--- config.mk ---
export PLATFORM = sky130hd
export DESIGN_NAME = string_literal_unescape_core
export DESIGN_NICKNAME = d
export VERILOG_FILES = /design/src/str_unesc_pkg.sv /design/src/string_literal_unescape_core.sv
export SDC_FILE = /design/constraint.sdc
export NUM_CORES = 1
export LEC_CHECK = 0
export BUFFER_PORTS_ARGS = -buffer_cell sky130_fd_sc_hd__buf_4
export CORE_ASPECT_RATIO = 0.5
export CORE_MARGIN = 2
export CORE_UTILIZATION = 56
export DETAILED_ROUTE_END_ITERATION = 16
export PLACE_DENSITY = 0.86
export REMOVE_ABC_BUFFERS = 1
export SLEW_MARGIN = 20
export SYNTH_ARGS = -nofsm -noshare
export SYNTH_HDL_FRONTEND = slang
export SYNTH_SLANG_ARGS = --single-unit
export TNS_END_PERCENT = 100
--- constraint.sdc ---
create_clock -name clk -period 8 [get_ports clk]
set_input_delay 1.6 -clock clk [delete_from_list [all_inputs] [get_ports clk]]
set_output_delay 1.6 -clock clk [all_outputs]
set_load 0.01 [all_outputs]
--- src/str_unesc_pkg.sv ---
// Shared types and constants for the string literal unescape block.
// No dependencies; used by the core and its checker.
`default_nettype none

package str_unesc_pkg;

  localparam int COUNT_WIDTH = 12;
  localparam int CAP_WIDTH   = 12;
  localparam int OCT_WIDTH   = 6;
  localparam int CMP_WIDTH   = (COUNT_WIDTH > CAP_WIDTH) ? COUNT_WIDTH : CAP_WIDTH;

  localparam logic [CAP_WIDTH-1:0] CAP_RESET = CAP_WIDTH'(255);

  // Result queue between the decoder and the output port
  localparam int FIFO_DEPTH = 4;
  localparam int PTR_WIDTH  = $clog2(FIFO_DEPTH);
  localparam int FILL_WIDTH = $clog2(FIFO_DEPTH + 1);

  // Source bytes
  localparam logic [7:0] CH_QUOTE     = 8'h22;
  localparam logic [7:0] CH_BACKSLASH = 8'h5C;
  localparam logic [7:0] CH_NEWLINE   = 8'h0A;
  localparam logic [7:0] CH_DIGIT_0   = 8'h30;
  localparam logic [7:0] CH_DIGIT_7   = 8'h37;
  localparam logic [7:0] CH_LOWER_R   = 8'h72;
  localparam logic [7:0] CH_LOWER_N   = 8'h6E;
  localparam logic [7:0] CH_LOWER_B   = 8'h62;
  localparam logic [7:0] CH_LOWER_T   = 8'h74;
  localparam logic [7:0] CH_LOWER_F   = 8'h66;
  localparam logic [7:0] CH_LOWER_V   = 8'h76;

  // Decoded escape values
  localparam logic [7:0] CH_CR = 8'h0D;
  localparam logic [7:0] CH_LF = 8'h0A;
  localparam logic [7:0] CH_BS = 8'h08;
  localparam logic [7:0] CH_HT = 8'h09;
  localparam logic [7:0] CH_FF = 8'h0C;
  localparam logic [7:0] CH_VT = 8'h0B;

  typedef enum logic [1:0] {
    STATUS_OK        = 2'd0,
    STATUS_NEWLINE   = 2'd1,
    STATUS_TOO_LONG  = 2'd2,
    STATUS_NO_STRING = 2'd3
  } status_t;

  typedef struct packed {
    logic [7:0] char_out;
    logic       char_valid;
    logic       last;
    status_t    status;
  } result_t;

endpackage

`default_nettype wire

--- src/string_literal_unescape_core.sv ---
// Top level of the string literal unescape block: byte decoder and result queue.
// Depends on str_unesc_pkg for constants and the result word type.
//
// Usage:
//   Input channel (in_valid / in_stall / byte_in) takes one source byte per
//   word; end of file is fed as a newline byte. Output channel (out_valid /
//   out_stall / char_out, char_valid, last, status) delivers result words:
//   decoded characters, end markers with a status, and no-string results.
//   The mode machine decodes a byte in the cycle it is accepted and writes its
//   zero, one or two results into a four-entry result queue; each result is
//   registered there before it reaches the output.
//   Throughput is one byte per cycle while in_stall is low.
//   A byte that ends an octal escape can give two results; output drains
//   one result per cycle unless stalled; the queue absorbs the extra word.
//   in_stall rises when the queue holds more than two words, i.e. only when
//   the receiver stalls long enough to back the queue up; a stalled result
//   holds its value.
//   cfg_wr_en / cfg_wr_data write capacity (reset 255); write it only
//   while idle.
//   Reset (rst, synchronous) empties the queue and returns to idle.
`default_nettype none

module string_literal_unescape_core (
  input  wire logic                                clk,
  input  wire logic                                rst,
  input  wire logic                                cfg_wr_en,
  input  wire logic [str_unesc_pkg::CAP_WIDTH-1:0] cfg_wr_data,
  input  wire logic                                in_valid,
  output logic                                     in_stall,
  input  wire logic [7:0]                          byte_in,
  output logic                                     out_valid,
  input  wire logic                                out_stall,
  output logic [7:0]                               char_out,
  output logic                                     char_valid,
  output logic                                     last,
  output logic [1:0]                               status
);

  typedef enum logic [2:0] {
    MODE_IDLE = 3'd0,
    MODE_STR  = 3'd1,
    MODE_ESC  = 3'd2,
    MODE_OCT1 = 3'd3,
    MODE_OCT2 = 3'd4,
    MODE_SKIP = 3'd5
  } mode_t;

  typedef logic [str_unesc_pkg::COUNT_WIDTH-1:0] count_t;
  typedef logic [str_unesc_pkg::CAP_WIDTH-1:0]   cap_t;

  mode_t                                 mode, mode_next;
  logic [str_unesc_pkg::OCT_WIDTH-1:0]   octal_value, octal_value_next;
  count_t                                char_count, char_count_next;
  str_unesc_pkg::status_t                error_kind, error_kind_next;
  cap_t                                  capacity;

  str_unesc_pkg::result_t                res [2];
  logic [1:0]                            res_count;

  str_unesc_pkg::result_t                entries [str_unesc_pkg::FIFO_DEPTH];
  logic [str_unesc_pkg::PTR_WIDTH-1:0]   wr_ptr, rd_ptr, wr_ptr_plus1;
  logic [str_unesc_pkg::FILL_WIDTH-1:0]  fill;
  logic                                  accept, pop;

  function automatic logic is_full(input count_t c, input cap_t cap);
    return (str_unesc_pkg::CMP_WIDTH'(c) >= str_unesc_pkg::CMP_WIDTH'(cap)) ||
           (c == {str_unesc_pkg::COUNT_WIDTH{1'b1}});
  endfunction

  function automatic str_unesc_pkg::result_t char_word(input logic [7:0] ch);
    str_unesc_pkg::result_t r;
    r.char_out   = ch;
    r.char_valid = 1'b1;
    r.last       = 1'b0;
    r.status     = str_unesc_pkg::STATUS_OK;
    return r;
  endfunction

  function automatic str_unesc_pkg::result_t end_word(input str_unesc_pkg::status_t st);
    str_unesc_pkg::result_t r;
    r.char_out   = 8'h00;
    r.char_valid = 1'b0;
    r.last       = 1'b1;
    r.status     = st;
    return r;
  endfunction

  assign accept   = in_valid && !in_stall;
  assign pop      = out_valid && !out_stall;
  assign in_stall = fill > str_unesc_pkg::FILL_WIDTH'(2);

  // Decode one byte: an optional character store, then an optional body pass
  always_comb begin
    logic       do_store, do_body, is_digit;
    logic [7:0] store_ch;
    do_store         = 1'b0;
    do_body          = 1'b0;
    store_ch         = byte_in;
    is_digit         = byte_in inside {[str_unesc_pkg::CH_DIGIT_0:str_unesc_pkg::CH_DIGIT_7]};
    mode_next        = mode;
    octal_value_next = octal_value;
    char_count_next  = char_count;
    error_kind_next  = error_kind;
    res_count        = 2'd0;
    res[0]           = '0;
    res[1]           = '0;

    case (mode)
      MODE_IDLE: begin
        if (byte_in == str_unesc_pkg::CH_QUOTE) begin
          mode_next        = MODE_STR;
          char_count_next  = '0;
          error_kind_next  = str_unesc_pkg::STATUS_OK;
          octal_value_next = '0;
        end else begin
          res[0]    = end_word(str_unesc_pkg::STATUS_NO_STRING);
          res_count = 2'd1;
        end
      end
      MODE_STR, MODE_SKIP: begin
        do_body = 1'b1;
      end
      MODE_ESC: begin
        mode_next = MODE_STR;
        if (is_digit) begin
          octal_value_next = {{(str_unesc_pkg::OCT_WIDTH-3){1'b0}}, byte_in[2:0]};
          mode_next        = MODE_OCT1;
        end else begin
          do_store = 1'b1;
          case (byte_in)
            str_unesc_pkg::CH_LOWER_R: store_ch = str_unesc_pkg::CH_CR;
            str_unesc_pkg::CH_LOWER_N: store_ch = str_unesc_pkg::CH_LF;
            str_unesc_pkg::CH_LOWER_B: store_ch = str_unesc_pkg::CH_BS;
            str_unesc_pkg::CH_LOWER_T: store_ch = str_unesc_pkg::CH_HT;
            str_unesc_pkg::CH_LOWER_F: store_ch = str_unesc_pkg::CH_FF;
            str_unesc_pkg::CH_LOWER_V: store_ch = str_unesc_pkg::CH_VT;
            default:                   store_ch = byte_in;
          endcase
        end
      end
      MODE_OCT1: begin
        if (is_digit) begin
          octal_value_next = {octal_value[2:0], byte_in[2:0]};
          mode_next        = MODE_OCT2;
        end else begin
          mode_next = MODE_STR;
          do_store  = 1'b1;
          store_ch  = {2'b00, octal_value};
          do_body   = 1'b1;
        end
      end
      MODE_OCT2: begin
        mode_next = MODE_STR;
        do_store  = 1'b1;
        if (is_digit) begin
          store_ch = {octal_value[4:0], byte_in[2:0]};
        end else begin
          store_ch = {2'b00, octal_value};
          do_body  = 1'b1;
        end
      end
      default: begin
        mode_next = MODE_IDLE;
      end
    endcase

    if (do_store) begin
      if (is_full(char_count_next, capacity)) begin
        error_kind_next = str_unesc_pkg::STATUS_TOO_LONG;
        mode_next       = MODE_SKIP;
      end else begin
        res[0]          = char_word(store_ch);
        res_count       = 2'd1;
        char_count_next = char_count_next + count_t'(1);
      end
    end

    if (do_body) begin
      if (byte_in == str_unesc_pkg::CH_QUOTE) begin
        res[res_count[0]] = end_word(error_kind_next);
        res_count         = res_count + 2'd1;
        mode_next         = MODE_IDLE;
      end else if (mode_next != MODE_SKIP) begin
        if (byte_in == str_unesc_pkg::CH_NEWLINE) begin
          error_kind_next = str_unesc_pkg::STATUS_NEWLINE;
          mode_next       = MODE_SKIP;
        end else if (byte_in == str_unesc_pkg::CH_BACKSLASH) begin
          mode_next = MODE_ESC;
        end else if (is_full(char_count_next, capacity)) begin
          error_kind_next = str_unesc_pkg::STATUS_TOO_LONG;
          mode_next       = MODE_SKIP;
        end else begin
          res[res_count[0]] = char_word(byte_in);
          res_count         = res_count + 2'd1;
          char_count_next   = char_count_next + count_t'(1);
        end
      end
    end
  end

  assign wr_ptr_plus1 = wr_ptr + str_unesc_pkg::PTR_WIDTH'(1);

  always_ff @(posedge clk) begin
    if (rst) begin
      mode        <= MODE_IDLE;
      octal_value <= '0;
      char_count  <= '0;
      error_kind  <= str_unesc_pkg::STATUS_OK;
      capacity    <= str_unesc_pkg::CAP_RESET;
      wr_ptr      <= '0;
      rd_ptr      <= '0;
      fill        <= '0;
    end else begin
      if (cfg_wr_en) begin
        capacity <= cfg_wr_data;
      end
      if (accept) begin
        mode        <= mode_next;
        octal_value <= octal_value_next;
        char_count  <= char_count_next;
        error_kind  <= error_kind_next;
        wr_ptr      <= wr_ptr + str_unesc_pkg::PTR_WIDTH'(res_count);
      end
      if (pop) begin
        rd_ptr <= rd_ptr + str_unesc_pkg::PTR_WIDTH'(1);
      end
      fill <= fill + (accept ? str_unesc_pkg::FILL_WIDTH'(res_count) : '0)
                   - str_unesc_pkg::FILL_WIDTH'(pop);
    end
  end

  // Result words; no reset needed on payload
  always_ff @(posedge clk) begin
    if (accept && res_count != 2'd0) begin
      entries[wr_ptr] <= res[0];
    end
    if (accept && res_count == 2'd2) begin
      entries[wr_ptr_plus1] <= res[1];
    end
  end

  assign out_valid  = fill != '0;
  assign char_out   = entries[rd_ptr].char_out;
  assign char_valid = entries[rd_ptr].char_valid;
  assign last       = entries[rd_ptr].last;
  assign status     = entries[rd_ptr].status;

endmodule

`default_nettype wire

==> results of run 1 <==
power groups by stage:
stage / clock network [W] / registers [W] / logic [W]
global placement: 0 / 0.000695 / 0.000916
detailed placement: 0 / 0.000702 / 0.000952
global route: 0.000438 / 0.000702 / 0.00107
floorplan: 0 / 0.000685 / 0.000642
CTS: 0.000419 / 0.000692 / 0.000957
finish: 0.000413 / 0.000691 / 0.000991
worst max-delay path: cells and delay by family:
kind	cells	cell delay, ns
AO/OA/AOI/OAI	6	1.43
XOR/XNOR	3	0.50
adder cells (fa/ha/maj)	6	1.59
buffers and inverters	6	0.60
AND/OR/NAND/NOR	12	2.11
worst min-delay path by stage:
stage | end
global placement | octal_value[5]
floorplan | octal_value[5]
global route | octal_value[5]
CTS | octal_value[5]
detailed placement | octal_value[5]
finish | octal_value[5]
registers in the layout, indices dropped and copies added (netlist names), named ones only:
signal       count
entries         48
capacity        12
fill             3
error_kind       2
mode             3
char_count      12
octal_value      6
rd_ptr           2
wr_ptr           2
cell families after synthesis:
kind of cell             Yosys count  synth area share, %
adder cells (fa/ha/maj)           32                 6.22
AO/OA/AOI/OAI                    192                 21.2
flip-flops                        92                 35.4
buffers and inverters             81                 5.22
XOR/XNOR                          18                 2.40
AND/OR/NAND/NOR                  275                 23.1
multiplexers                      27                 6.43
placed cells by master, fill, tap and decap left out, types with 12 or more instances in the layout:
master | netlist | routed
mux4_2 | 12 | 12
nor3_1 | 18 | 16
mux2i_1 | 14 | 14
ha_1 | 31 | 31
inv_1 | 37 | 37
and2_1 | 12 | 12
a21o_1 | 12 | 12
edfxtp_1 | 48 | 48
nand4_1 | 16 | 16
dfxtp_1 | 44 | 44
nand3_1 | 35 | 35
o21ai_0 | 42 | 40
o211ai_1 | 15 | 15
a21oi_1 | 31 | 31
buf_4 | 1 | 78
nor2_1 | 56 | 56
xnor2_1 | 15 | 13
nand2_1 | 82 | 82
layer usage:
| metal | routed length [um] | vias to the layer above |
|---|---|---|
| li1 | - | 2795 |
| met1 | 7660 | 2846 |
| met2 | 8080 | 321 |
| met3 | 1570 | 41 |
| met4 | 424 | 0 |
| met5 | 0 | - |
metrics by stage:
| step | instance area (um2) | power [W] |
|---|---|---|
| after floorplan | 6370 | 0.00133 |
| after global placement | 7130 | 0.00161 |
| after detailed placement | 7130 | 0.00165 |
| after CTS | 7420 | 0.00207 |
| after global routing | 7480 | 0.00222 |
| final | 7480 | 0.00210 |
final cells by class:
type / instances / area, um2 / share of cell area (%)
clock buffer: 9 / 225 / 3.01
clock inverter: 7 / 58.8 / 0.786
inverter: 40 / 150 / 2.01
multi-input combinational: 545 / 3940 / 52.7
sequential: 92 / 2320 / 31.0
tap: 159 / 199 / 2.66
timing repair buffer: 78 / 586 / 7.82
timing repair:
action	CTS	global route
hold buffers	0	0
setup endpoints to repair	0	54
setup buffers	0	3
gates resized for setup	0	8
==> impl_metrics.yaml, run 1 <==
cts:
  clk_latency_ns: 0.36
  cts.path.max_buffers: 2
  h-tree-depth: 3
  clkTransAtPathRegs_ns: 0.06
  cts_buffers: 9
  cts.sinks: 92
  cts_tree: "built"
  root_buffer: "clkbuf_16"
routing:
  drt_iter0_drc: 747
  via_per_inst: 6.45
  routedWlPerCell_um: 19.1
  dr.pass1.iters: 6
  vias: 6003
  wl_mm: 17.7
  drtAntennaViolNets: 0
  drcViolationCount: 0
floorplan:
  die_x_um: 157
  die_h_um: 80.5
  die_area_mm2: 0.0127
  rows: 27
  initial_utilization_pct: 58.5
  io_pins: 39
  core_mm2: 0.0112
final_layout:
  num-nets-final: 823
  diodes: 0
  drive_gt1_share_pct: 20.0
  fin_util_pct: 66.7
  fillerInstances: 900
  fin_cells: 930
  syn_to_final_growth_pct: 14.0
worst_setup_path:
  r2r_start: "mode[2]"
  crit_required_ns: 8.23
  critPathMaxStageDelay_ns: 0.55
  r2r_setup_slack_ns: 0.99
  cp-start-kind: "input pin"
  critPathCaptureType: "flop"
  crit_end: "fill[2]"
  cpMostUsedCell: "ha_1"
  critical_path.startpoint: "byte_in[6]"
  critical_path_class: "input pin to flop"
  r2r_cells: 31
  reg2reg_to: "fill[2]"
  slowest_stage: "or4_4"
  critPathArrivalTime_ns: 7.86
  critPathMaxFanout: 5
power_and_ir_drop:
  pwr-share-clk_pct: 19.7
  swShare_pct: 40.4
  vdd_drop_max_mv: 0.144
  combPwrFrac_pct: 47.3
  seqPwrFrac_pct: 33.0
  power.internal_w: 0.00125
  power_leakage_nw: 2.94
  power_density_mw_per_mm2: 280
  p_switching_w: 0.000847
sta:
  finalSetupViolCount: 0
  max-slew-margin-rel_pct: 29.6
  fin_ws_ns: 0.376
  hold_viol_final: 0
  whs_ns: 0.460
  fin_crit_ns: 7.62
  tns_ns: 0
  slew_viol_final: 0
  fin_crit_sh_pct: 95.3
  finClkSkew_ns: 0.00727
  tightest_slew_ns: 1.05
  max_freq_ghz: 0.131
synth:
  synthFlopType: "edfxtp_1"
  ys_types: 95
  synth_most_common_cell: "nand2_1"
  yosys_warnings: 0
  async_flop_share_pct: 0
  syn-instance-count: 717
  seq_area_frac_synth_pct: 35.4
  synth_area_mm2: 0.00656
  synth_common_cells: "82 x nand2_1, 56 x nor2_1, 48 x edfxtp_1"
  synth_top_area_share_pct: 22.0
  ys_top_cells_by_area: "edfxtp_1 22%, dfxtp_1 13%, ha_1 5.9%, nand2_1 4.7%, mux4_2 4.1%"
  ys_ff_latch: 92
  yosysTopAreaCell: "edfxtp_1"
  synth_edf_count: 48
  syn_area_per_cell_um2: 9.15
hold_path:
  min_from: "octal_value[5]"
  holdPathStages: 2
  hp-class: "flop to flop"
global_route:
  grt_first_pass_wirelength_mm: 28.4
  top_usage_layer: "met2"
  grt_pass1_vias: 5627
  antenna_found_initial: 0
  use_met2_pct: 48.5
  use_met1_pct: 38.4
  grt-ovfl-total: 0
  grt_max_degree: 25
  met3_usage_pct: 5.02
  grt_use_total_pct: 29.1
place:
  place_ws_ns: -0.0918
  dp_hpwl_mm: 13.0
  dp.cells: 910
  portBuffers: 38
  gp_congestion: 0.979
run:
  maxCapViolCount: 0
outcome:
  status: "finished clean"
Note: power is estimated with default switching activity, not from simulation.
==> run 2, diff against run 1 <==
--- a/config.mk
+++ b/config.mk
@@ -6,11 +6,13 @@
 export NUM_CORES = 1
 export LEC_CHECK = 0
 export BUFFER_PORTS_ARGS = -buffer_cell sky130_fd_sc_hd__buf_4
+export CELL_PAD_IN_SITES_DETAIL_PLACEMENT = 0
+export CELL_PAD_IN_SITES_GLOBAL_PLACEMENT = 2
 export CORE_ASPECT_RATIO = 0.5
 export CORE_MARGIN = 2
-export CORE_UTILIZATION = 56
+export CORE_UTILIZATION = 35
 export DETAILED_ROUTE_END_ITERATION = 16
-export PLACE_DENSITY = 0.86
+export PLACE_DENSITY = 0.85
 export REMOVE_ABC_BUFFERS = 1
 export SLEW_MARGIN = 20
 export SYNTH_ARGS = -nofsm -noshare
==> run 2 against run 1 <==
Net effect: sequential power is essentially flat; die area increased by 57%; maximum frequency rose by 1.0%; clock skew is 0.0057 ns higher; power rose by 1.2%; utilization decreased by 25 points; via count shrank 3.0%; hold slack better by 0.011 ns; first-iteration DRC count down 39%; global-route usage is 9.3 points lower; clock power rose by 5.6%; largest power group unchanged.
==> impl_metrics.yaml, run 2 (synthesis results as in run 1) <==
final_layout:
  final_cell_mix: "93 x buf_4, 82 x nand2_1, 56 x nor2_1"
  top_regs: "entries: 48 flops, capacity: 12 flops, char_count: 12 flops"
  diodes: 0
  largest_reg_flops: 48
  drive_gt1_share_pct: 21.7
  fin_cells: 1027
  fillerInstances: 1855
  syn_to_final_growth_pct: 17.7
  num-nets-final: 839
  final_common_cell: "buf_4"
  largest_register: "entries"
worst_setup_path:
  critPathMaxFanout: 5
  reg2reg_to: "entries[0][10]"
  r2r_setup_slack_ns: 1.03
  r2r_start: "mode[2]"
  crit_required_ns: 8.11
  cp-start-kind: "input pin"
  critPathCaptureType: "flop"
  critPathArrivalTime_ns: 7.66
  r2r_cells: 26
  critical_path_class: "input pin to flop"
sta:
  finClkSkew_ns: 0.0130
  max-slew-margin-rel_pct: 36.2
  finalSetupViolCount: 0
  hold_viol_final: 0
  max_freq_ghz: 0.133
  tightest_slew_ns: 0.954
  fin_crit_ns: 7.55
  tns_ns: 0
  slew_viol_final: 0
  fin_crit_sh_pct: 94.3
global_route:
  antenna_found_initial: 0
  grt_pass1_vias: 5560
  use_met2_pct: 31.9
  top_usage_layer: "met2"
  grt_max_degree: 25
  grt_first_pass_wirelength_mm: 30.5
  met3_usage_pct: 2.48
  grt_use_total_pct: 19.7
  grt-ovfl-total: 0
  use_met1_pct: 27.9
run:
  maxCapViolCount: 0
place:
  portBuffers: 38
  dp.cells: 1004
  dp_hpwl_mm: 14.4
  gp_congestion: 0.924
hold_path:
  hp-class: "flop to flop"
  holdPathStages: 2
  min_to: "octal_value[5]"
  min_from: "octal_value[5]"
floorplan:
  core_mm2: 0.0184
  die_h_um: 101
  die_area_mm2: 0.0199
  io_pins: 39
  rows: 35
  initial_utilization_pct: 35.7
  die_x_um: 198
routing:
  routedWlPerCell_um: 18.8
  drcViolationCount: 0
  via_per_inst: 5.67
  drtAntennaViolNets: 0
  wl_mm: 19.3
  dr.pass1.iters: 5
  drt_iter0_drc: 458
  vias: 5824
cts:
  clkTransAtPathRegs_ns: 0.07
  cts_tree: "built"
  cts.path.max_buffers: 2
  h-tree-depth: 3
  root_buffer: "clkbuf_16"
  cts.sinks: 92
  cts_buffers: 9
  clk_latency_ns: 0.36
  hold_buffers: 0
power_and_ir_drop:
  power_leakage_nw: 3.02
  power_w: 0.00212
  power_density_mw_per_mm2: 275
  vdd_drop_max_mv: 0.102
outcome:
  status: "finished clean"
[run 2: cell count changes in the layout (fill, tap and decap cells not counted), sizes merged]
| cell | delta |
|---|---|
| buf | +16 |
| clkbuf | +1 |
| clkinv | +2 |
| clkinvlp | -1 |
| inv | -2 |
[run 2: power breakdown]
group | internal (W) | switching, W
clock network | 0.000225 | 0.000211
registers | 0.000628 | 0.0000625
logic | 0.000410 | 0.000584
[run 2: cell type report]
type,instances,area [um2],area share [%]
clock buffers,10,239,3.09
flip-flops and latches,92,2320,30.1
inverters,40,150,1.94
repair buffers,94,713,9.24
clock inverters,6,58.8,0.762
well taps,240,300,3.89
multi-input cells,545,3940,51.0
[run 2: through the flow]
stage | worst slack (ns) | hold slack (ns) | utilization, % | instance area, um2
floorplan | -0.376 | 0.426 | - | 6370
global placement | 0.125 | 0.447 | 39.9 | 7330
detailed placement | -0.136 | 0.459 | 39.9 | 7330
CTS | 0.246 | 0.469 | 41.5 | 7630
global route | -0.0140 | 0.503 | 42.0 | 7720
finish | 0.453 | 0.471 | 42.0 | 7720
[run 2: routing by layer]
metal / vias up / share of wire (%)
li1: 2821 / -
met1: 2805 / 49
met2: 171 / 44
met3: 27 / 4.5
met4: 0 / 1.6
met5: - / 0
[run 2: worst max path at each step]
stage / startpoint / endpoint / cells after the start
global placement: byte_in[2] / fill[2] / 32
finish: byte_in[6] / entries[0][10] / 28
detailed placement: byte_in[2] / fill[2] / 32
global route: byte_in[6] / fill[2] / 33
CTS: byte_in[2] / fill[2] / 32
floorplan: byte_in[2] / fill[2] / 32
[run 2: what timing repair did]
| action | CTS | global route |
|---|---|---|
| gates resized for setup | 0 | 10 |
| hold endpoints to repair | 0 | 0 |
| setup buffers | 0 | 6 |
| endpoints found under the setup margin | 0 | 87 |
[run 2: critical path: stages]
cell and delay, ns:
buf_4 0.12, nor4b_4 0.25, buf_4 0.20, nand3_4 0.13, nand2_1 0.11, inv_1 0.06, ha_1 0.30, a211oi_2 0.23
nor2_1 0.09, or4_4 0.55, nor3_4 0.20, nand4_1 0.18, xnor2_2 0.24, ha_1 0.28, a21o_1 0.18, a2111oi_2 0.35
o21ai_1 0.12, a221o_1 0.42, nor2_1 0.15, ha_1 0.17, nand2_1 0.05, nor3_1 0.33, a22oi_2 0.15, buf_4 0.20
nor4_4 0.42, xnor2_1 0.25, nor2_1 0.11, a21o_1 0.20
